`src/rtl/core/kmsd_pkg.sv`:
```
// Shared constants and types for the key matrix scanner with debounce.
package kmsd_pkg;

  localparam int ROW_COUNT      = 7;
  localparam int COLUMN_SELECTS = 8;
  localparam int MAX_PRESSED    = 8;
  localparam int RESULT_CAP     = 8;

  localparam int KEY_COUNT = ROW_COUNT * COLUMN_SELECTS;
  localparam int SCAN_W    = 56;
  localparam int MAP_W     = 28;
  localparam int NIBBLE_W  = 4;
  localparam int MAP_ROWS  = MAP_W / NIBBLE_W;
  localparam int COL_W     = 3;
  localparam int ROW_W     = 3;
  localparam int CNT_W     = $clog2(KEY_COUNT + 1);
  localparam int CAP_W     = $clog2(RESULT_CAP);
  localparam int X_W       = 4;
  localparam int Y_W       = 2;
  localparam int ADDR_W    = 3;
  localparam int DATA_W    = 32;

  // column groups of four share one x map register
  localparam int COL_GROUP = 4;
  localparam logic [Y_W-1:0] Y_TOP = Y_W'(3);

  // register select, taken from paddr[2]
  localparam logic REG_X_MAP_LOW  = 1'b0;
  localparam logic REG_X_MAP_HIGH = 1'b1;

  typedef logic [KEY_COUNT-1:0] key_mask_t;
  typedef logic [MAP_W-1:0]     x_map_t;

endpackage

```
`src/rtl/core/key_matrix_scan_debounce.sv`:
```
// Key matrix scanner: two-scan debounce and serial key report.
// A scan is accepted into an input register and evaluated in the next cycle against the
// previous scan and the stable set; a scan that changes the stable set loads the report
// serializer, which places each result in the result register. A report has one result
// per pressed key (at most eight) or a single none_pressed result, emitted one per cycle
// by the report serializer while no result is stalled. Scans that do not change the
// stable set flow through at one per cycle even while a report is being emitted; a scan
// that changes the stable set waits in the input register until the serializer has
// loaded the last result of the previous report into the result register.
module key_matrix_scan_debounce (
  input  logic                          clk_i,
  input  logic                          rst_ni,
  input  logic                          psel,
  input  logic                          penable,
  input  logic                          pwrite,
  input  logic [kmsd_pkg::ADDR_W-1:0]   paddr,
  input  logic [kmsd_pkg::DATA_W-1:0]   pwdata,
  output logic [kmsd_pkg::DATA_W-1:0]   prdata,
  output logic                          pready,
  input  logic                          scan_valid_i,
  output logic                          scan_ready_o,
  input  logic [kmsd_pkg::SCAN_W-1:0]   scan_levels_i,
  output logic                          key_valid_o,
  input  logic                          key_ready_i,
  output logic [kmsd_pkg::X_W-1:0]      key_x_o,
  output logic [kmsd_pkg::Y_W-1:0]      key_y_o,
  output logic                          none_pressed_o,
  output logic                          last_key_o
);
  import kmsd_pkg::*;

  x_map_t              x_map_low_q, x_map_high_q;
  logic                in_valid_q;
  logic [SCAN_W-1:0]   levels_q;
  key_mask_t           prev_q, stable_q, rep_q;
  logic                busy_q, rep_none_q;
  logic [CAP_W-1:0]    emit_cnt_q;
  logic                out_valid_q, out_none_q, out_last_q;
  logic [X_W-1:0]      out_x_q;
  logic [Y_W-1:0]      out_y_q;

  key_mask_t           cur;
  logic                changed, advance, emit, ser_last;
  key_mask_t           rest;
  logic [COL_W-1:0]    sel_col;
  logic [ROW_W-1:0]    sel_row;
  x_map_t              sel_map;
  logic [X_W-1:0]      sel_x;
  logic [Y_W-1:0]      sel_y;
  logic                cfg_wr;

  // APB
  assign pready = 1'b1;
  assign cfg_wr = psel && penable && pwrite;
  assign prdata = (paddr[2] == REG_X_MAP_HIGH) ? DATA_W'(x_map_high_q) : DATA_W'(x_map_low_q);

  always_ff @(posedge clk_i or negedge rst_ni) begin
    if (!rst_ni) begin
      x_map_low_q  <= '0;
      x_map_high_q <= '0;
    end else if (cfg_wr) begin
      if (paddr[2] == REG_X_MAP_LOW) begin
        x_map_low_q <= pwdata[MAP_W-1:0];
      end else begin
        x_map_high_q <= pwdata[MAP_W-1:0];
      end
    end
  end

  // pressed set, first MAX_PRESSED keys in column-major order
  always_comb begin
    key_mask_t            pressed;
    logic [ROW_COUNT-1:0] col_bits;
    logic [CNT_W-1:0]     col_base;
    logic [CNT_W-1:0]     below;
    pressed  = ~levels_q[KEY_COUNT-1:0];
    cur      = '0;
    col_base = '0;
    for (int c = 0; c < COLUMN_SELECTS; c++) begin
      col_bits = pressed[c*ROW_COUNT +: ROW_COUNT];
      for (int r = 0; r < ROW_COUNT; r++) begin
        below = col_base + CNT_W'($countones(col_bits & ROW_COUNT'((1 << r) - 1)));
        if (col_bits[r] && (below < CNT_W'(MAX_PRESSED))) begin
          cur[c*ROW_COUNT + r] = 1'b1;
        end
      end
      col_base = col_base + CNT_W'($countones(col_bits));
    end
  end

  assign changed      = (cur == prev_q) && (cur != stable_q);
  assign advance      = in_valid_q && (!changed || !busy_q);
  assign scan_ready_o = !in_valid_q || advance;

  always_ff @(posedge clk_i or negedge rst_ni) begin
    if (!rst_ni) begin
      in_valid_q <= 1'b0;
    end else if (scan_ready_o) begin
      in_valid_q <= scan_valid_i;
    end
  end

  always_ff @(posedge clk_i) begin
    if (scan_ready_o && scan_valid_i) begin
      levels_q <= scan_levels_i;
    end
  end

  // lowest pressed key of the pending report
  always_comb begin
    logic [ROW_COUNT-1:0] col_bits;
    sel_col = '0;
    sel_row = '0;
    for (int c = COLUMN_SELECTS - 1; c >= 0; c--) begin
      if (|rep_q[c*ROW_COUNT +: ROW_COUNT]) begin
        sel_col = COL_W'(c);
      end
    end
    col_bits = rep_q[int'(sel_col)*ROW_COUNT +: ROW_COUNT];
    for (int r = ROW_COUNT - 1; r >= 0; r--) begin
      if (col_bits[r]) begin
        sel_row = ROW_W'(r);
      end
    end
  end

  assign rest    = rep_q & (rep_q - KEY_COUNT'(1));
  assign sel_map = (sel_col >= COL_W'(COL_GROUP)) ? x_map_high_q : x_map_low_q;
  assign sel_x   = (int'(sel_row) < MAP_ROWS) ? sel_map[int'(sel_row)*NIBBLE_W +: NIBBLE_W]
                                              : '0;
  assign sel_y   = Y_TOP - sel_col[Y_W-1:0];

  assign emit     = busy_q && (!out_valid_q || key_ready_i);
  assign ser_last = rep_none_q || (rest == '0) || (emit_cnt_q == CAP_W'(RESULT_CAP - 1));

  always_ff @(posedge clk_i or negedge rst_ni) begin
    if (!rst_ni) begin
      prev_q     <= '0;
      stable_q   <= '0;
      rep_q      <= '0;
      busy_q     <= 1'b0;
      rep_none_q <= 1'b0;
      emit_cnt_q <= '0;
    end else begin
      if (advance) begin
        prev_q <= cur;
        if (changed) begin
          stable_q   <= cur;
          rep_q      <= cur;
          rep_none_q <= (cur == '0);
          busy_q     <= 1'b1;
          emit_cnt_q <= '0;
        end
      end
      if (emit) begin
        if (ser_last) begin
          busy_q <= 1'b0;
        end else begin
          rep_q      <= rest;
          emit_cnt_q <= emit_cnt_q + CAP_W'(1);
        end
      end
    end
  end

  // result register
  always_ff @(posedge clk_i or negedge rst_ni) begin
    if (!rst_ni) begin
      out_valid_q <= 1'b0;
    end else if (emit) begin
      out_valid_q <= 1'b1;
    end else if (key_ready_i) begin
      out_valid_q <= 1'b0;
    end
  end

  always_ff @(posedge clk_i) begin
    if (emit) begin
      out_x_q    <= rep_none_q ? '0 : sel_x;
      out_y_q    <= rep_none_q ? '0 : sel_y;
      out_none_q <= rep_none_q;
      out_last_q <= ser_last;
    end
  end

  assign key_valid_o    = out_valid_q;
  assign key_x_o        = out_x_q;
  assign key_y_o        = out_y_q;
  assign none_pressed_o = out_none_q;
  assign last_key_o     = out_last_q;

endmodule

```
`config.mk`:
```
export PLATFORM = sky130hd
export DESIGN_NAME = key_matrix_scan_debounce
export DESIGN_NICKNAME = d
export VERILOG_FILES = /design/src/rtl/core/kmsd_pkg.sv /design/src/rtl/core/key_matrix_scan_debounce.sv
export SDC_FILE = /design/constraint.sdc
export NUM_CORES = 1
export LEC_CHECK = 0
export BUFFER_PORTS_ARGS = -buffer_cell sky130_fd_sc_hd__buf_2
export CAP_MARGIN = 25
export CORE_ASPECT_RATIO = 1.5
export CORE_MARGIN = 8
export CORE_UTILIZATION = 44
export CTS_CLUSTER_DIAMETER = 80
export DETAILED_ROUTE_END_ITERATION = 6
export PLACE_DENSITY_LB_ADDON = 0.05
export SLEW_MARGIN = 25
export SYNTH_ARGS = -nofsm -noshare
export SYNTH_HDL_FRONTEND = slang
export SYNTH_SLANG_ARGS = --single-unit
export TNS_END_PERCENT = 20
```
`constraint.sdc`:
```
create_clock -name clk_i -period 14.4 [get_ports clk_i]
set_input_delay 0 -clock clk_i [delete_from_list [all_inputs] [get_ports clk_i]]
set_output_delay 0 -clock clk_i [all_outputs]
set_load 0.05 [all_outputs]
```
==> results.toml, run 1 <==
[setup_path]
startpoint = "levels_q[0]"
ff2ff_path_depth = 38
cp_common_cell = "fa_1"
ff2ff_setup_slack_ns = 0.60
startpoint_type = "register"
r2r_end = "stable_q[0]"
crit_arrival_ns = 14.24
required_ns = 14.84
critical_path_class = "register to register"
rr_startpoint = "levels_q[0]"
end_kind = "register"
worst-path-max-fanout = 8
setup.worst_path.end = "stable_q[0]"
max_stage_delay_ns = 0.67
cp_slowest_cell = "or4_1"

[yosys]
synth_seq_cells = 295
yosys_warnings = 0
synthCells = 2244
yosys.area.top_type = "dfrtp_1"
async_flop_share_pct = 78.3
seq_area_frac_synth_pct = 35.8
yosysUniqueCellTypes = 102
syn_area_sq_mm = 0.0215
synth_top_area_share_pct = 26.8
synth_area_per_cell_sq_um = 9.60
synth_most_common_cell = "dfrtp_1"
synth_common_cells = "231 x dfrtp_1, 168 x nand2_1, 148 x inv_1"
synth_edf_count = 64
ys.flop_type = "dfrtp_1"
yosys-top-cells-area = "dfrtp_1 27%, edfxtp_1 8.9%, mux2_2 7.0%, ha_1 5.3%, xnor2_1 3.4%"

[route]
drc = 0
vias = 18435
wl_mm = 69.9
drtIter0Drc = 1077
drtAntennaViolNets = 0
vias_per_cell = 5.89
drt-pass1-iter-count = 5
wire_per_inst_microns = 22.3

[sta]
min_period_ns = 13.80
hold_slack_ns = 0.0803
final-hold-violation-count = 0
worstMarginPinSlew_ns = 0.976
slew_headroom_pct = 34.5
min_period_over_period_pct = 95.8
skew_ns = 0.0141
setup_violations = 0
drv_slew = 0
fin_setup_tns_ns = 0
rsz0062_at_grt = "no"
fmax_ghz = 0.0725

[floorplanning]
core-area_sq_mm = 0.0486
row_count = 99
fp.dieH_microns = 287
start_util_pct = 44.3
die_width_microns = 197
ios = 141
die_area_sq_mm = 0.0564

[finish]
fin_util_pct = 51.9
final_cells = 3130
multi_input_area_sq_mm = 0.0127
regArea_sq_mm = 0.00770
n_antenna_cell = 0
drive_gt1_share_pct = 17.7
fillCellCount = 4643
synthToLayoutAreaGrowth_pct = 17.0
fin_nets = 2665

[place]
dpl.hpwl_mm = 53.5
gp_congestion = 0.915
dp_cells = 2977
portBuffers = 129

[cts]
insertion_delay_ns = 0.56
cts.sinks = 295
cts_setup_buffers = 0
htreeDepth = 2
clk_pin_slew_ns = 0.06
cts-root-buf = "clkbuf_16"
cts_tree = "built"
numCtsBuffers = 36
cts.path.max_buffers = 3

[grt]
grt_usage_pct = 24.5
antenna_found_initial = 0
grt_max_degree = 103
grt_first_pass_wirelength_mm = 109
grt_remaining_overflow = 0
grt_pass1_vias = 18783

[worst_hold_path]
hp-class = "primary input to asynchronous set/reset pin"

[run_status]
outcome = "completed"

[job]
drv_cap = 0
[how the worst min path moves through the flow]
stage | depth (start not counted) | start | to | slack [ns]
global placement | 1 | rst_ni | x_map_high_q[3] | 0.10
global route | 2 | rst_ni | x_map_high_q[5] | 0.13
detailed placement | 1 | rst_ni | x_map_high_q[7] | 0.11
floorplan | 0 | rst_ni | busy_q | -0.30
finish | 2 | rst_ni | x_map_high_q[5] | 0.08
CTS | 2 | rst_ni | x_map_high_q[5] | 0.11
[per-layer routing]
layer	global-route usage [%]	up-vias	part of all wire (%)
li1	-	8795	-
met1	28.8	9052	40
met2	44.5	436	52
met3	3.08	152	3.6
met4	10.0	0	4.1
met5	0	-	0
[kinds of logic after synthesis]
family	share of synthesized area [%]
simple gates	17.3
compound gates	16.4
flops	35.8
buf+inv	5.44
mux	10.9
fa+ha+maj	8.65
xor+xnor	5.57
other cells	0.0349
[state kept, by name, indices dropped and copies added, names as in the netlist]
register	count
last_key_o	1
key_x_o	4
x_map_high_q	28
prev_q	56
key_valid_o	1
key_y_o	2
rep_none_q	1
x_map_low_q	28
levels_q	56
busy_q	1
in_valid_q	1
emit_cnt_q	3
none_pressed_o	1
stable_q	56
rep_q	56
[final cells by class]
cell class                 instances  share of cell area [%]
clock inverter                    13                   0.705
clock buffer                      53                    4.36
multi-input combinational       1683                    50.6
tap                              656                    3.26
timing repair buffer             282                    8.34
inverter                         148                    2.21
sequential                       295                    30.6
[repair_timing]
action                     4_1_cts  5_1_grt
setup endpoints to repair        0      228
hold buffers                    87        0
hold endpoints to repair       214        0
resized for setup                0        5
[per-stage QoR]
stage	setup WS (ns)	cell area, sq um
after global placement	0.439	23000
final	0.598	25200
after CTS	0.334	25200
after global routing	0.0170	25200
after detailed placement	0.398	23000
after floorplan	0.158	21500
[cells in the final DEF (no fill, tap or decap), types with 13 or more instances in the layout]
cell / count
a2111oi_0: 13
a211oi_1: 19
a21o_1: 40
a21oi_1: 81
a31oi_1: 19
and2_1: 16
and3_1: 13
buf_2: 128
buf_4: 59
clkbuf_16: 39
dfrtp_1: 231
dlygate4sd3_1: 87
edfxtp_1: 64
fa_1: 28
ha_1: 92
inv_1: 148
mux2_1: 30
mux2_2: 133
mux2i_1: 49
nand2_1: 168
nand2b_1: 14
nand3_1: 86
nand4_1: 77
nor2_1: 103
nor3_1: 54
nor4_1: 47
o211ai_1: 63
o21ai_0: 90
or3_1: 28
or4_1: 23
xnor2_1: 82
xor2_1: 33
[worst max-delay path, delay by kind of cell, from the launching register on]
family | cells | cell delay, ns
adders and majority gates | 18 | 8.96
AOI/OAI and AO/OA | 1 | 0.21
muxes | 2 | 0.50
xor gates and xnor gates | 1 | 0.26
DFF | 1 | 0.47
and+or+nand+nor | 7 | 2.24
buffers and inverters | 9 | 1.01
Power of run 1 is not shown: default switching activity piles up to over one toggle a cycle in this logic, so the estimate is an artifact.
==> run 2, diff against run 1 <==
- BUFFER_PORTS_ARGS: -buffer_cell sky130_fd_sc_hd__buf_2 -> default
- DONT_BUFFER_PORTS: default -> 1
- PLACE_DENSITY_LB_ADDON: 0.05 -> default
==> results.toml, run 2 (synthesis gave the netlist of run 1 again) <==
[setup_path]
worst-path-max-fanout = 28
cp_slowest_cell = "fa_1"
critical_path_class = "register to register"
r2r_end = "levels_q[31]"
ff2ff_setup_slack_ns = 0.49
crit_arrival_ns = 14.19
end_kind = "register"
cp_common_cell = "fa_1"
rr_startpoint = "levels_q[0]"
required_ns = 14.68
ff2ff_path_depth = 40
startpoint_type = "register"
max_stage_delay_ns = 0.66

[finish]
regArea_sq_mm = 0.00770
fin_util_pct = 50.4
layout_common_cells = "231 x dfrtp_1, 168 x nand2_1, 148 x inv_1, 133 x mux2_2, 103 x nor2_1"
final_cells = 2994
fillCellCount = 4508
drive_gt1_share_pct = 13.1
final_common_cell = "dfrtp_1"
synthToLayoutAreaGrowth_pct = 13.7
multi_input_area_sq_mm = 0.0128
fin_nets = 2532
n_antenna_cell = 0

[worst_hold_path]
hp-class = "primary input to register"
worst_hold_path.num_cells = 2
holdPathEnd = "levels_q[2]"
min_from = "scan_valid_i"

[sta]
drv_slew = 0
fmax_ghz = 0.0719
skew_ns = 0.0135
final-hold-violation-count = 0
worstMarginPinSlew_ns = 0.989
hold_slack_ns = 0.0616
min_period_over_period_pct = 96.6
setup_violations = 0
slew_headroom_pct = 33.7
min_period_ns = 13.91

[place]
dpl.hpwl_mm = 50.2
dp_cells = 2841
portBuffers = 0
gp_congestion = 0.938

[grt]
grt_first_pass_wirelength_mm = 104
antenna_found_initial = 0
grt_remaining_overflow = 0
grt_max_degree = 232
grt_usage_pct = 23.1
grt_pass1_vias = 18415

[cts]
clk_pin_slew_ns = 0.06
insertion_delay_ns = 0.54
cts_tree = "built"
cts-root-buf = "clkbuf_16"
htreeDepth = 2
cts.sinks = 295
cts.path.max_buffers = 3
numCtsBuffers = 34

[route]
vias = 18236
drt-pass1-iter-count = 5
vias_per_cell = 6.09
drtIter0Drc = 1107
wl_mm = 66.4
drc = 0
wire_per_inst_microns = 22.2
drtAntennaViolNets = 0

[floorplanning]
start_util_pct = 44.3
ios = 141
fp.dieH_microns = 287
core-area_sq_mm = 0.0486
die_width_microns = 197
die_area_sq_mm = 0.0564
row_count = 99

[run_status]
outcome = "completed"

[job]
drv_cap = 0
## run 2: cell types whose count changed in the layout (fill, tap and decap cells not counted), sizes merged, moves of 2 or more
cell and delta:
inv -4, buf -133, bufinv -2, clkinv +4
## run 2: worst max-delay path by stage
| stage | cells past startpoint | end | start |
|---|---|---|---|
| after global placement | 39 | stable_q[0] | levels_q[0] |
| final | 40 | levels_q[31] | levels_q[0] |
| after CTS | 39 | stable_q[0] | levels_q[0] |
| after detailed placement | 39 | stable_q[0] | levels_q[0] |
| after floorplan | 38 | levels_q[0] | levels_q[0] |
| after global routing | 41 | levels_q[39] | levels_q[0] |
## run 2: layout make-up
type / count / area share (%)
Multi-Input combinational cell: 1683 / 52.1
Sequential cell: 295 / 31.5
Timing Repair Buffer: 151 / 6.01
Clock buffer: 51 / 4.37
Tap cell: 656 / 3.35
Inverter: 148 / 2.27
Clock inverter: 10 / 0.399
## run 2: worst max-delay path: cells and delay by family (launching register included)
family          cells  cell delay, ns
fa+ha+maj          18            8.99
xor+xnor            1            0.27
flops               1            0.46
compound gates      1            0.13
mux                 1            0.11
buf+inv             9            1.05
simple gates       10            2.60
## run 2: metrics by stage
step | setup slack [ns] | TNS (ns) | cell area [sq um]
finish | 0.489 | 0 | 24500
global route | -0.0806 | -3.96 | 24500
CTS | 0.123 | 0 | 24300
detailed placement | 0.160 | 0 | 22300
global placement | 0.302 | 0 | 22300
floorplan | 0.158 | 0 | 21500
## run 2: layer usage
layer	vias to the layer above	track usage (%)	part of all wire (%)
met1	9017	27.2	40
met2	555	41.5	52
li1	8521	-	-
met4	0	9.69	4.2
met5	-	0	0
met3	143	3.18	4.3
## run 2: what timing repair did
action | CTS | global route
endpoints found under the setup margin | 0 | 231
hold buffers | 88 | 1
hold endpoints to repair | 345 | 1
resized for setup | 0 | 14
setup buffers | 0 | 0
Power of run 2 is left out for the same reason.
